[src/rtl/core/aum_pkg.sv]
// ----------------------------------------------------------------------------
// aum_pkg
// Shared types and constants of the allocation usage monitor.
// ----------------------------------------------------------------------------
package aum_pkg;

  localparam int unsigned CNT_W   = 32;
  localparam int unsigned BYTE_W  = 40;
  localparam int unsigned SIZE_W  = 32;
  localparam int unsigned CLASS_W = 4;
  localparam int unsigned FRAG_W  = 7;
  localparam int unsigned CFG_W   = 2;

  localparam logic [BYTE_W-1:0] THR_LOW_RST   = BYTE_W'(8 * 1024 * 1024);
  localparam logic [BYTE_W-1:0] THR_CRIT_RST  = BYTE_W'(4 * 1024 * 1024);
  localparam logic [SIZE_W-1:0] LARGE_RST     = SIZE_W'(4096);

  typedef enum logic [1:0] {
    OP_ALLOC = 2'd0,
    OP_FREE  = 2'd1,
    OP_FAIL  = 2'd2,
    OP_QUERY = 2'd3
  } aum_op_e;

  typedef enum logic [CFG_W-1:0] {
    CFG_THR_LOW  = 2'd0,
    CFG_THR_CRIT = 2'd1,
    CFG_LARGE    = 2'd2
  } aum_cfg_e;

  // one classified event word handed from front to back
  typedef struct packed {
    aum_op_e             op;
    logic [CLASS_W-1:0]  cls;
    logic [SIZE_W-1:0]   size;
    logic [FRAG_W-1:0]   frag;
    logic                is_big;
  } aum_item_t;

endpackage

[src/rtl/core/aum_front.sv]
// ----------------------------------------------------------------------------
// aum_front
// Accepts event words, folds out-of-range classes onto class 0 and flags
// large requests before they are queued.
// ----------------------------------------------------------------------------
module aum_front import aum_pkg::*; #(
  parameter int unsigned NUM_CLASSES = 7
) (
  input  logic                in_valid_i,
  output logic                in_stall_o,
  input  logic [1:0]          opcode_i,
  input  logic [CLASS_W-1:0]  mem_class_i,
  input  logic [SIZE_W-1:0]   size_bytes_i,
  input  logic [FRAG_W-1:0]   frag_percent_i,
  input  logic [SIZE_W-1:0]   large_size_i,
  input  logic                q_full_i,
  output logic                q_push_o,
  output aum_item_t           q_item_o
);

  logic out_of_range;

  assign out_of_range = {1'b0, mem_class_i} >= (CLASS_W + 1)'(NUM_CLASSES);

  assign in_stall_o = q_full_i;
  assign q_push_o   = in_valid_i && !q_full_i;

  always_comb begin
    q_item_o.op     = aum_op_e'(opcode_i);
    q_item_o.cls    = out_of_range ? '0 : mem_class_i;
    q_item_o.size   = size_bytes_i;
    q_item_o.frag   = frag_percent_i;
    q_item_o.is_big = size_bytes_i > large_size_i;
  end

endmodule

[config.mk]
export PLATFORM = sky130hd
export DESIGN_NAME = aum_front
export DESIGN_NICKNAME = d
export VERILOG_FILES = /design/src/rtl/core/aum_pkg.sv /design/src/rtl/core/aum_front.sv
export SDC_FILE = /design/constraint.sdc
export NUM_CORES = 1
export LEC_CHECK = 0
export ABC_AREA = 1
export BUFFER_PORTS_ARGS = -buffer_cell sky130_fd_sc_hd__buf_2
export CAP_MARGIN = 20
export CORE_UTILIZATION = 40
export DETAILED_ROUTE_END_ITERATION = 10
export PLACE_DENSITY = 0.95
export SLEW_MARGIN = 10
export SYNTH_ARGS = -nofsm -noshare
export SYNTH_HDL_FRONTEND = slang
export SYNTH_SLANG_ARGS = --single-unit
[constraint.sdc]
create_clock -name vclk -period 2.9
set_input_delay 0.145 -clock vclk [all_inputs]
set_output_delay 0.145 -clock vclk [all_outputs]
set_load 0.01 [all_outputs]
* Word-level counts from Yosys, hierarchy flattened *
Index checks and enable logic that the tools add are counted.
Widths: inputs -> output; s select.

cells by class
  $lt $le $gt $ge = 2
  mux-type cells = 1
  reductions and logical operators = 2

operators by type and width
  kind                number
  $gt 32x32->1        1
  $ge 4x3->1 const B  1
  $mux 4              1
  $logic_and 1x1->1   1
  $logic_not 1->1     1

word-level totals
  register bits after elaboration = 0
  input bits = 79
  output and inout bits = 48
  word-level logic and storage cells = 5

* Depth between registers and ports, before layout *
  word-level depth = 2
  depth in mapped cells = 13
  depth with buffers taken out = 13

* Worst setup path after synthesis *
Ideal clock, no wire load.

  path type = input to output
  from = input large_size_i[31]
  to = output q_item_o[0] (netlist name)
  data arrival time = 1.129 ns
  data required time = 2.755 ns
  slack = 1.626 ns
  cell stages on the path = 9
  path buffers = 0
  cell sequence = inv_1 > ha_1 > nand2_1 > nor2_2 > and2_4 > inv_2 > nor2_2 > and3b_1 > a21oi_1

RTL lines
  item             line             source
  start, declared  aum_front.sv:15  input logic [SIZE_W-1:0] large_size_i,
  end, declared    aum_front.sv:18  output aum_item_t q_item_o

==> summary.txt <==
Synthesis
  – Top-count cell post-synth: inv_1
  – Syn Area/Cell: between 6 and 7 µm²
  – Post-Syn Area: 0.00123 mm²
  – Yosys top cell area share: 0.325
  – Post-Synth XOR/XNOR Area: 0
  – Post-synthesis adder-cell area fraction: 0.325
  – Synth area leader: ha_1
  – Ranking of synthesized cells by area: ha_1 (32%), buf_4 (26%), inv_1 (14%)
  – Cells after Synth: 195
  – Mux contribution to synthesized area: 0
  – Ys Warns: 0
  – Net Count, Synth: just over 300
  – Compound-cell area share of the yosys netlist: 0.0913
  – Cell variety after synth: 17
  – Register area share after synthesis: 0
  – Largest family of logic cells by synthesized area: buffers and inverters
  – Post-Synth Simple-Gate Area: 0.180
  – Synth cell count leaders: inv_1 (45), buf_4 (43), nand2_1 (34), ha_1 (32), a21oi_1 (15)

Setup path
  – Critical path's top delay family: simple AND/OR/NAND/NOR gates
  – Worst path max stage delay: between 0.2 and 0.3 ns
  – WP data required: approximately 2.8 ns
  – Cell chain of the critical path: buf_2, ha_1, nand2_1, nor2_2, and2_4, inv_2, nor2_2, and3b_1, a21oi_1, buf_2
  – Worst Path Arrival: roughly 1.4 ns
  – Critical Path End Type: output pin
  – CP Launch Type: input pin
  – Worst-path maximum fanout: 2
  – CP max-delay cell: ha_1
  – CP bufs+invs: 3
  – Crit Path Class: input pin to output pin

Run status
  – Status: complete, but fails checks
  – Violated checks: design-rule violations

STA
  – RSZ-0062 raised after global routing: no
  – Final hold slack: between 0.2 and 0.3 ns
  – Hold Fails Final Rpt: 0
  – Endpoints failing setup: 0
  – Fin. max-slew vios: 0
  – Setup TNS: 0 ns
  – FMAX: 0.655 GHz
  – Fin crit share: 0.526
  – Final Critical Period: around 1.5 ns

Die
  – Number of placed I/O pins: around 130
  – Starting Density: 0.436
  – Row count: 19
  – Die area: about 0.0033 mm²
  – CORE AREA: 0.00283 mm²
  – Die Span Y: 57.5 µm
  – Die W: about 58 µm

Clock network
  – Cts repair resizes: 0
  – CTS hold repair buffers: 0
  – # Post-CTS Setup Buffers: 0

Global route
  – Vias in the first global route: 1087
  – GRT Residual Overflow: 0
  – Total global-route track usage: 0.140
  – Initial antenna violation count: 0
  – First-pass GRT wire length: just under 4000 µm
  – Largest net degree at the start of global routing: 4

Layout
  – Final net count: about 370
  – Fill cell count: about 280
  – FF+latch count: 0
  – Share of cells above drive strength 1: 0.431
  – Reg area: 0 µm²
  – Multi-input gate area: 738 µm²
  – Finished Cell Area: approximately 0.0015 mm²
  – Layout Cells excl Fill: around 290
  – CLK BUF: 0
  – # diodes: 0
  – Area grow syn2layout: 20.8%

Placement
  – Buffers on Ports: around 110
  – Gpl congestion: just under 0.8
  – Placed insts: roughly 290
  – HPWL reported at the end of detailed placement: 2370 µm
  – Placed inst area: 0.00149 mm²

Pwr
  – Maximum VDD drop: between 0.05 and 0.06 mV
  – PwrDens: approximately 130 mW/mm²
  – P_leak: 1.08 nW

Route
  – Per-cell routed wire length: 8.41 µm
  – Drt initial violations: 33
  – First-pass detailed-route iteration total: 9
  – DRT antenna net count: 0
  – Top Metal Used: met4
  – Met2 WL: about 1300 µm
  – Drt drc: 7
  – Total Routed Length: 2450 µm
  – WL met3: 213 µm
  – Via count: 1286
  – Wl on met1: between 900 and 1000 µm
  – Avg Vias per Cell: between 4 and 5

Job
  – Number of max-cap violations: 0

Worst hold path
  – Hold path start: opcode_i[1]
  – Worst hold path class: input pin to output pin
  – Hold Path Stages: 0
  – WHS Endpoint: q_item_o[45]
==> final cells by class <==
class,count,share of cell area
multi-input cells,106,0.495
well taps,31,0.0260
inverters,46,0.116
repair buffers,108,0.363
==> layout by cell type (no fill, tap or decap) <==
cell type / netlist / routed
a21o_1: 1 / 1
o21ai_0: 3 / 3
nor3_1: 1 / 1
nand2_1: 34 / 34
conb_1: 1 / 1
ha_1: 32 / 32
inv_1: 45 / 45
nor2_1: 8 / 8
a21oi_1: 15 / 15
inv_2: 1 / 1
nand3_1: 2 / 2
nor2_2: 2 / 2
and2_4: 1 / 1
nand4_1: 3 / 3
o21a_1: 2 / 2
and3b_1: 1 / 1
buf_2: 0 / 108
==> kinds of logic after synthesis <==
group,Yosys count
buffers and inverters,89
and+or+nand+nor,52
adders and majority gates,32
AOI/OAI and AO/OA,21
other,1
==> metrics by stage <==
stage	total power, W	utilization	setup slack [ns]
global route	0.000232	0.527	1.26
CTS	0.000203	0.527	1.35
floorplan	0.000151	-	1.63
global placement	0.000195	0.527	1.38
detailed placement	0.000202	0.527	1.36
finish	0.000200	0.527	1.37
==> report_power, final <==
part	leakage [nW]	switching (W)	internal (W)
clock network	0	0	0
registers	0	0	0
logic	1.08	0.000101	0.0000986
total	1.08	0.000101	0.0000986
==> layer usage <==
layer	vias to the layer above	track usage
met1	519	0.150
met4	0	0.0209
met2	71	0.296
met3	4	0.00680
li1	692	-
met5	-	0
==> worst max path at each step <==
stage / slack [ns] / cells after the start / to / start
final: 1.37 / 10 / q_item_o[0] / size_bytes_i[31]
after floorplan: 1.63 / 9 / q_item_o[0] / large_size_i[31]
after CTS: 1.35 / 10 / q_item_o[0] / size_bytes_i[31]
after detailed placement: 1.36 / 10 / q_item_o[0] / size_bytes_i[31]
after global placement: 1.38 / 10 / q_item_o[0] / size_bytes_i[31]
after global routing: 1.26 / 10 / q_item_o[0] / size_bytes_i[31]
Power figures use the tool's default switching activity.
