`config.mk`:
```
export PLATFORM = sky130hd
export DESIGN_NAME = aum_fifo
export DESIGN_NICKNAME = d
export VERILOG_FILES = /design/src/rtl/core/aum_pkg.sv /design/src/rtl/core/aum_fifo.sv
export SDC_FILE = /design/constraint.sdc
export NUM_CORES = 1
export LEC_CHECK = 0
export ABC_AREA = 1
export BUFFER_PORTS_ARGS = -buffer_cell sky130_fd_sc_hd__clkbuf_2
export CORE_MARGIN = 8
export CORE_UTILIZATION = 56
export CTS_CLUSTER_DIAMETER = 40
export DETAILED_ROUTE_END_ITERATION = 10
export MAX_ROUTING_LAYER = met4
export PLACE_DENSITY = 0.88
export SETUP_SLACK_MARGIN = 0.05
export SYNTH_ARGS = -nofsm -noshare
export SYNTH_HDL_FRONTEND = slang
export SYNTH_SLANG_ARGS = --single-unit
```
`constraint.sdc`:
```
create_clock -name clk_i -period 5.82 [get_ports clk_i]
set_clock_uncertainty 0.1 [all_clocks]
set_input_delay 0.873 -clock clk_i [delete_from_list [all_inputs] [get_ports clk_i]]
set_output_delay 0.873 -clock clk_i [all_outputs]
set_load 0.1 [all_outputs]
```
`src/rtl/core/aum_pkg.sv`:
```
// ----------------------------------------------------------------------------
// aum_pkg
// Shared types and constants of the allocation usage monitor.
// ----------------------------------------------------------------------------
package aum_pkg;

  localparam int unsigned CNT_W   = 32;
  localparam int unsigned BYTE_W  = 40;
  localparam int unsigned SIZE_W  = 32;
  localparam int unsigned CLASS_W = 4;
  localparam int unsigned FRAG_W  = 7;
  localparam int unsigned CFG_W   = 2;

  localparam logic [BYTE_W-1:0] THR_LOW_RST   = BYTE_W'(8 * 1024 * 1024);
  localparam logic [BYTE_W-1:0] THR_CRIT_RST  = BYTE_W'(4 * 1024 * 1024);
  localparam logic [SIZE_W-1:0] LARGE_RST     = SIZE_W'(4096);

  typedef enum logic [1:0] {
    OP_ALLOC = 2'd0,
    OP_FREE  = 2'd1,
    OP_FAIL  = 2'd2,
    OP_QUERY = 2'd3
  } aum_op_e;

  typedef enum logic [CFG_W-1:0] {
    CFG_THR_LOW  = 2'd0,
    CFG_THR_CRIT = 2'd1,
    CFG_LARGE    = 2'd2
  } aum_cfg_e;

  // one classified event word handed from front to back
  typedef struct packed {
    aum_op_e             op;
    logic [CLASS_W-1:0]  cls;
    logic [SIZE_W-1:0]   size;
    logic [FRAG_W-1:0]   frag;
    logic                is_big;
  } aum_item_t;

endpackage

```
`src/rtl/core/aum_fifo.sv`:
```
// ----------------------------------------------------------------------------
// aum_fifo
// Two-word queue between the front and the back.
// ----------------------------------------------------------------------------
module aum_fifo import aum_pkg::*; (
  input  logic       clk_i,
  input  logic       rst_ni,
  input  logic       push_i,
  input  aum_item_t  item_i,
  output logic       full_o,
  input  logic       pop_i,
  output aum_item_t  item_o,
  output logic       empty_o
);

  localparam int unsigned DEPTH = 2;
  localparam int unsigned PTR_W = $clog2(DEPTH);

  aum_item_t            mem_q [DEPTH];
  logic [PTR_W-1:0]     wr_ptr_q, rd_ptr_q;
  logic [PTR_W:0]       count_q;

  assign full_o  = count_q == (PTR_W + 1)'(DEPTH);
  assign empty_o = count_q == '0;
  assign item_o  = mem_q[rd_ptr_q];

  always_ff @(posedge clk_i) begin
    if (push_i) begin
      mem_q[wr_ptr_q] <= item_i;
    end
  end

  always_ff @(posedge clk_i or negedge rst_ni) begin
    if (!rst_ni) begin
      wr_ptr_q <= '0;
      rd_ptr_q <= '0;
      count_q  <= '0;
    end else begin
      if (push_i) begin
        wr_ptr_q <= wr_ptr_q + 1'b1;
      end
      if (pop_i) begin
        rd_ptr_q <= rd_ptr_q + 1'b1;
      end
      if (push_i && !pop_i) begin
        count_q <= count_q + 1'b1;
      end else if (pop_i && !push_i) begin
        count_q <= count_q - 1'b1;
      end
    end
  end

endmodule

```
======== Word-level counts from Yosys, hierarchy flattened ========
Memory sizes are Yosys's and may differ from the RTL's.
Index checks and enable logic that the tools add are counted.
word-level totals
  RAM bits ................................ 92
  word-level logic and storage cells ...... 19
  memories kept ........................... 1
  register bits ........................... 4
  output and inout port bits .............. 48
memories
  memory  depth  width  rd ports  clocked after Yosys merged registers in  wr ports  line            RTL
  mem_q   2      46     1         0                                        1         aum_fifo.sv:19  aum_item_t mem_q [DEPTH];
operators by class
  add/subtract/negate cells ............... 4
  reduce and logical (&&, ||, !) cells .... 6
  multiplexer cells ....................... 4
  eq/ne operators ......................... 1
operators with widths
  cell                   number
  $mux W2                2
  $add A1 B1 Y1 const B  2
  $add A2 B1 Y2 const B  1
  $eq A2 B2 Y1 const B   1
  $logic_and A1 B1 Y1    2
  $logic_not A1 Y1       2
  $logic_not A2 Y1       1
  $mux W1                2
  $reduce_bool A2 Y1     1
  $sub A2 B1 Y2 const B  1

======== Depth between registers and ports, before layout ========
Gate-level depths: netlist (run 1).
  depth in word-level cells ............... 4
  gate-level depth with buffers ........... 7
  gate-level depth less buffers ........... 7

======== Least setup slack after synthesis (run 1) ========
Ideal clock, no wire load.
  path type ............................... input-to-reg
  start ................................... input push_i
  end ..................................... memory mem_q[0][0] (netlist name), enable pin
  slack ................................... 2.423 ns
  arrival time ............................ 2.846 ns
  stages .................................. 2
  library setup time ...................... 0.451 ns
  cells stage by stage .................... inv_1 -> nor2_1
on the way
  longest elaborated chain between the ends .. 2
ends and longest elaborated chain
  what                           line            RTL
  start, declared                aum_fifo.sv:8   input logic push_i,
  $mux W1                        aum_fifo.sv:28  if (push_i) begin
  $mux W1 (implied by the code)  aum_fifo.sv:29  mem_q[wr_ptr_q] <= item_i;
  end, declared                  aum_fifo.sv:19
Every way passes these cells.

==> parameters.txt, run 1 <==
Parameter                              Value

Job
  Max Cap Violations    0

Synth
  Mean instance size in the synthesized netlist    21.7 sq um
  Biggest area consumer among synthesized cells    edfxtp_1
  Number of warning messages in the yosys log    0
  Number of storage elements in the synthesis netlist    96
  Post-Syn Area    ~3600 sq um
  Fraction of the yosys area taken by sequential cells    approximately four fifths
  Share of the synthesized area in the top cell type    about three quarters
  Synth cell types    14
  Post-Synthesis Net Count    219
  Cells taking the most area after synthesis    edfxtp_1 (76%), mux2_4 (12%), mux2_2 (4.9%)
  Cells after synthesis    approximately 170

STA
  Part of the cycle the worst path needs    between 50% and 60%
  Final critical path time including I/O delays and setup    ~3.1 ns
  Worst slew margin    33.3%
  RSZ-0062 raised after global routing    no
  Number of failing setup endpoints in the final timing report    0
  Setup Total Neg Slack    0 ns
  Hold Violations, Final    0
  Measured slew at the worst slew-check pin    ~1 ns
  Crit path setup slack, layout    around 2.7 ns
  Peak Freq    323 MHz
  Final max-slew violation count    0

Placement
  Area of placed instances    4210 sq um
  Post-placement worst setup slack    between 3 and 4 ns
  Placed insts    339
  Final weighted congestion of routability-driven global placement    around 0.68
  Number of port buffers    97

Setup path
  CP Class    reg2out
  Setup crit end kind    output pin
  Critical Path Slowest Stage Cell    buf_4
  Crit path launch    rd_ptr_q$_DFFE_PN0P_
  Register-to-register path setup slack    just under 4 ns
  Stage delay of the slowest cell on the critical path    approximately 0.59 ns
  Top fanout value on the critical path    47
  Reg-to-Reg Start    wr_ptr_q$_DFFE_PN0P_
  Required time at the worst-slack endpoint    between 4 and 5 ns
  CP Data Arrival Time    2.12 ns
  CP startpoint kind    flip-flop
  Critical path cell sequence    buf_4, mux2_2, clkbuf_2

Clocking
  Number of gates resized after cts    0
  Post-CTS repair timing setup buffer count    0
  Inserted Clock Buffers    9
  Clock-pin transition on the worst setup and hold timing paths    0.08 ns
  Htree depth    3
  CTS tree    yes
  Clock Sink Count    96
  Count of hold buffers inserted by post-cts repair    0
  Number of buffers on the longest clock path    2
  Clock latency on the worst-skew pair    roughly 0.34 ns
  Root Driver    clkbuf_8

Drt
  Number of DRC markers in iteration 0    just under 100
  DR WL/cell    roughly 18 um
  Detail-routed via count per cell    between 5 and 6
  Number of iterations in the first detailed-routing pass    4
  Final wirelength    6450 um
  Routed via count    1829
  Remaining design rule violation count    0
  Post-route antenna net violation count    0

Die
  Area of the die    just over 9000 sq um
  Overall die width    96.7 um
  I/O pin count    98
  CORE AREA    between 6000 and 7000 sq um
  Starting density of the core    roughly 58%
  Vert. Die Dim    96.7 um
  Row count    29

Global routing
  Antenna violations before repair    0
  Maximum number of pins on one net before global-route repair    48
  Via count of the first global-routing pass    2039
  GRT Resource Usage Total    14.0%
  Total global routing overflow    0
  Global-route wire length before repair    around 10000 um

Min path
  Path category of the worst min-delay check    in2async

Final layout
  Number of antenna diodes    0
  Final design instance area without fill    4390 sq um
  Non-filler instance count after layout    355
  Growth of design area from synthesis to finish    20.3%
  Number of nets in the layout    around 320
  Layout cell share with drive strength beyond 1    between 50% and 60%

Status
  Result of the run    complete, no violations
worst max-delay path, delay by kind of cell (launching register included):
family / cells / cell delay (ns)
buffers and inverters: 2 / 0.97
flip-flops: 1 / 0.35
multiplexers: 1 / 0.41
registers in the layout (all words and copies together) (netlist names):
| signal | flops |
|---|---|
| mem_q | 92 |
| count_q | 2 |
| rd_ptr_q | 1 |
| wr_ptr_q | 1 |
kinds of logic (layout without fill, tap and decap cells):
| kind of cell | after synthesis | in the layout | synth area share, % |
|---|---|---|---|
| xor gates and xnor gates | 3 | 3 | 0.720 |
| adders and majority gates | 1 | 1 | 0.343 |
| buffers and inverters | 12 | 122 | 2.09 |
| DFF | 96 | 96 | 78.4 |
| muxes | 46 | 46 | 17.3 |
| and+or+nand+nor | 10 | 10 | 1.13 |
area by class of cell:
type | instances | area, sq um
Clock buffer | 9 | 124
Clock inverter | 7 | 62.6
Fill cell | 450 | 1920
Inverter | 7 | 26.3
Multi-Input combinational cell | 60 | 718
Sequential cell | 96 | 2860
Tap cell | 77 | 96.3
Timing Repair Buffer | 99 | 500
worst paths after layout:
kind	end	cells past startpoint
min	count_q[0]$_DFFE_PN0P_	1
min reg2reg	count_q[1]$_DFFE_PN0P_	2
max in group asynchronous	rd_ptr_q$_DFFE_PN0P_	1
max reg2reg	mem_q[0][12]$_DFFE_PP_	2
min in group clk_i	count_q[1]$_DFFE_PN0P_	2
max	item_o[17]	3
routing by layer:
metal  share of wire (%)  wire (um)  vias to the layer above  GRT usage (%)
li1                    -          -                      857              -
met1                  42       2720                      885           15.4
met2                  51       3310                       79           23.4
met3                 5.4        349                        8           3.70
met4                 1.2         76                        0           6.15
met5                   0          0                        -              -
per-stage QoR:
step                util, %  hold slack [ns]
floorplan                 -            0.363
global placement       66.6            0.376
detailed placement     66.6            0.403
CTS                    69.6            0.214
global route           69.6            0.217
finish                 69.6            0.230
synthesized netlist by cell type:
| master | n |
|---|---|
| xor2_1 | 2 |
| mux2_4 | 30 |
| ha_1 | 1 |
| inv_1 | 7 |
| nand4_1 | 1 |
| nand3_1 | 1 |
| nor2_1 | 3 |
| xnor2_1 | 1 |
| buf_2 | 1 |
| dfrtp_1 | 4 |
| nand2_1 | 5 |
| edfxtp_1 | 92 |
| mux2_2 | 16 |
| buf_6 | 4 |
placed cells by master, fill, tap and decap left out:
| cell type | n |
|---|---|
| nor2_1 | 2 |
| clkinv_2 | 2 |
| mux2_4 | 30 |
| clkinv_1 | 2 |
| xor2_1 | 2 |
| clkbuf_8 | 9 |
| inv_1 | 6 |
| nor2_4 | 1 |
| edfxtp_1 | 92 |
| dfrtp_2 | 1 |
| inv_2 | 1 |
| dfrtp_1 | 3 |
| clkbuf_2 | 97 |
| bufinv_16 | 1 |
| xnor2_1 | 1 |
| clkinvlp_4 | 2 |
| nand2_1 | 5 |
| mux2_2 | 16 |
| nand3_1 | 1 |
| ha_1 | 1 |
| nand4_1 | 1 |
| buf_4 | 2 |
Power of run 1 is left out: the tool's default activity adds up to more than one toggle a clock period on the data nets, which glitch-free logic cannot reach.
==> run 2, diff against run 1 <==
Settings changed: CORE_UTILIZATION 56 to 47, PLACE_DENSITY 0.88 to 0.79.
Clock period 5.82 ns to 2.8 ns, I/O delays scaled along.
==> run 2 against run 1 <==
Compared with the run above:
- global-route usage is 1.6 points lower
- critical path depth stayed put
- flip-flop and latch count stayed put
- design area is 1.9% higher
- worst setup slack worse by 2.4 ns
- largest cell class unchanged
- utilization is 11 points lower
- via count is 1.1% lower
- wire length is 0.90% lower
==> parameters.txt, run 2 (synthesis gave the netlist of run 1 again) <==
Parameter                              Value

Status
  Result of the run    complete, no violations (unchanged)

Placement
  Final weighted congestion of routability-driven global placement    0.640 (was 0.680)
  Number of port buffers    97 (unchanged)
  Area of placed instances    4280 sq um (was 4210 sq um)
  Sum of net half-perimeters after detailed placement    4460 um

Drt
  Number of DRC markers in iteration 0    59 (was 99)
  Post-route antenna net violation count    0 (unchanged)
  Detail-routed via count per cell    4.72 (was 5.15)
  Routed via count    1809 (was 1829)
  Final wirelength    6390 um (was 6450 um)
  Total routed wire length on the met1 layer    2630 um (was 2720 um)
  Detailed-routed wire length on met2    3250 um (was 3310 um)
  Highest metal layer used by the detailed router    met4 (unchanged)
  Number of iterations in the first detailed-routing pass    4 (unchanged)
  DR WL/cell    16.7 um (was 18.2 um)
  Metal3 WL    410 um (was 349 um)
  Remaining design rule violation count    0 (unchanged)

Setup path
  Critical path cell sequence    buf_4, mux2_2, clkbuf_2 (unchanged)
  CP Data Arrival Time    1.97 ns (was 2.12 ns)
  Top fanout value on the critical path    15 (was 47)
  CP Class    reg2out (unchanged)
  Stage delay of the slowest cell on the critical path    0.54 ns (was 0.59 ns)
  Critical Path Slowest Stage Cell    dfrtp_2 (was buf_4)
  Required time at the worst-slack endpoint    2.28 ns (was 4.85 ns)
  Setup crit end kind    output pin (unchanged)
  Register-to-register path setup slack    1.21 ns (was 3.97 ns)
  CP startpoint kind    flip-flop (unchanged)

Global routing
  Total global routing overflow    0 (unchanged)
  GRT Resource Usage Total    12.4% (was 14.0%)
  Antenna violations before repair    0 (unchanged)
  Via count of the first global-routing pass    2103 (was 2039)
  Maximum number of pins on one net before global-route repair    47 (was 48)
  Global-route wire length before repair    10100 um (was 10000 um)

Die
  Starting density of the core    48.0% (was 57.8%)
  CORE AREA    7610 sq um (was 6310 sq um)
  Row count    32 (was 29)
  Area of the die    10800 sq um (was 9360 sq um)
  Vert. Die Dim    104 um (was 96.7 um)
  Overall die width    104 um (was 96.7 um)
  I/O pin count    98 (unchanged)

Clocking
  Root Driver    clkbuf_8 (unchanged)
  Number of buffers on the longest clock path    2 (unchanged)
  Inserted Clock Buffers    9 (unchanged)
  Clock Sink Count    96 (unchanged)
  Clock latency on the worst-skew pair    0.34 ns (about the same)
  Htree depth    3 (unchanged)
  Number of gates resized after cts    0 (unchanged)
  Clock-pin transition on the worst setup and hold timing paths    0.09 ns (was 0.08 ns)
  CTS tree    yes (unchanged)
  Post-CTS repair timing setup buffer count    0 (unchanged)

Final layout
  Number of flip-flops in the largest register    92 (unchanged)
  Most frequent cells in the layout    clkbuf_2 (97), edfxtp_1 (92), mux2_4 (30), mux2_2 (16), clkbuf_8 (9) (unchanged)
  Number of antenna diodes    0 (unchanged)
  Layout cell share with drive strength beyond 1    58.4% (was 58.3%)
  Growth of design area from synthesis to finish    22.6% (was 20.3%)
  Utilization after layout    58.8% (was 69.6%)
  Register name with the most flops    mem_q (unchanged)
  Final design instance area without fill    4470 sq um (was 4390 sq um)
  Number of nets in the layout    327 (was 324)
  Most common library cell in the layout ignoring fill and taps    clkbuf_2 (unchanged)
  Number of inserted filler cells in the final layout    599 (was 450)
  Largest registers ranked by flip-flop count    mem_q (92), count_q (2) (unchanged)

STA
  RSZ-0062 raised after global routing    no (unchanged)
  Part of the cycle the worst path needs    about nine tenths
  Final critical path time including I/O delays and setup    ~2.5 ns
  Final max-slew violation count    0 (unchanged)
  Number of failing setup endpoints in the final timing report    0 (unchanged)
  Setup Total Neg Slack    0 ns (unchanged)
  Peak Freq    402 MHz
  Worst slew margin    58.2% (was 33.3%)
  Measured slew at the worst slew-check pin    0.627 ns (was 0.998 ns)
  Hold Violations, Final    0 (unchanged)

Job
  Max Cap Violations    0 (unchanged)

Min path
  Path category of the worst min-delay check    in2reg (was in2async)
-- run 2: cell types whose count changed in the layout (fill, tap and decap cells not counted) --
cell	delta
clkinvlp_4	-1
clkinv_1	-2
buf_12	+2
clkbuf_1	+2
inv_6	+1
dlygate4sd3_1	+1
-- run 2: final timing paths --
check | from | endpoint | cells after the start
max | rd_ptr_q$_DFFE_PN0P_ | item_o[33] | 3
min | item_i[18] | mem_q[0][18]$_DFFE_PP_ | 1
max reg2reg | wr_ptr_q$_DFFE_PN0P_ | mem_q[1][26]$_DFFE_PP_ | 3
min reg2reg | count_q[1]$_DFFE_PN0P_ | count_q[1]$_DFFE_PN0P_ | 2
max in group asynchronous | rst_ni | rd_ptr_q$_DFFE_PN0P_ | 2
min in group asynchronous | rst_ni | count_q[1]$_DFFE_PN0P_ | 2
-- run 2: critical path: cells and delay by family (launching register included) --
kind	cells	cell delay [ns]
buf+inv	2	0.70
mux	1	0.38
flops	1	0.54
-- run 2: per-layer routing --
layer	vias to the layer above	global-route usage (%)
li1	860	-
met4	0	5.58
met1	878	12.9
met5	-	-
met2	62	20.7
met3	9	4.34
-- run 2: final cells by class --
type	count	area [sq um]	share of cell area (%)
Sequential cell	96	2860	64.0
Clock inverter	5	56.3	1.26
Clock buffer	11	131	2.94
Timing Repair Buffer	102	551	12.3
Multi-Input combinational cell	60	718	16.1
Inverter	7	26.3	0.587
Tap cell	102	128	2.85
-- run 2: timing repair --
action                                  4_1_cts  5_1_grt
hold buffers                                  1        0
endpoints found under the hold margin         4        0
endpoints found under the setup margin        0        0
-- run 2: per-stage QoR --
stage	hold WS, ns	setup WS, ns	std cells
detailed placement	0.137	0.674	366
global route	0.136	0.220	383
global placement	0.139	0.702	366
finish	0.160	0.312	383
CTS	0.138	0.283	383
floorplan	0.0244	0.598	168
Power of run 2 is left out for the same reason.
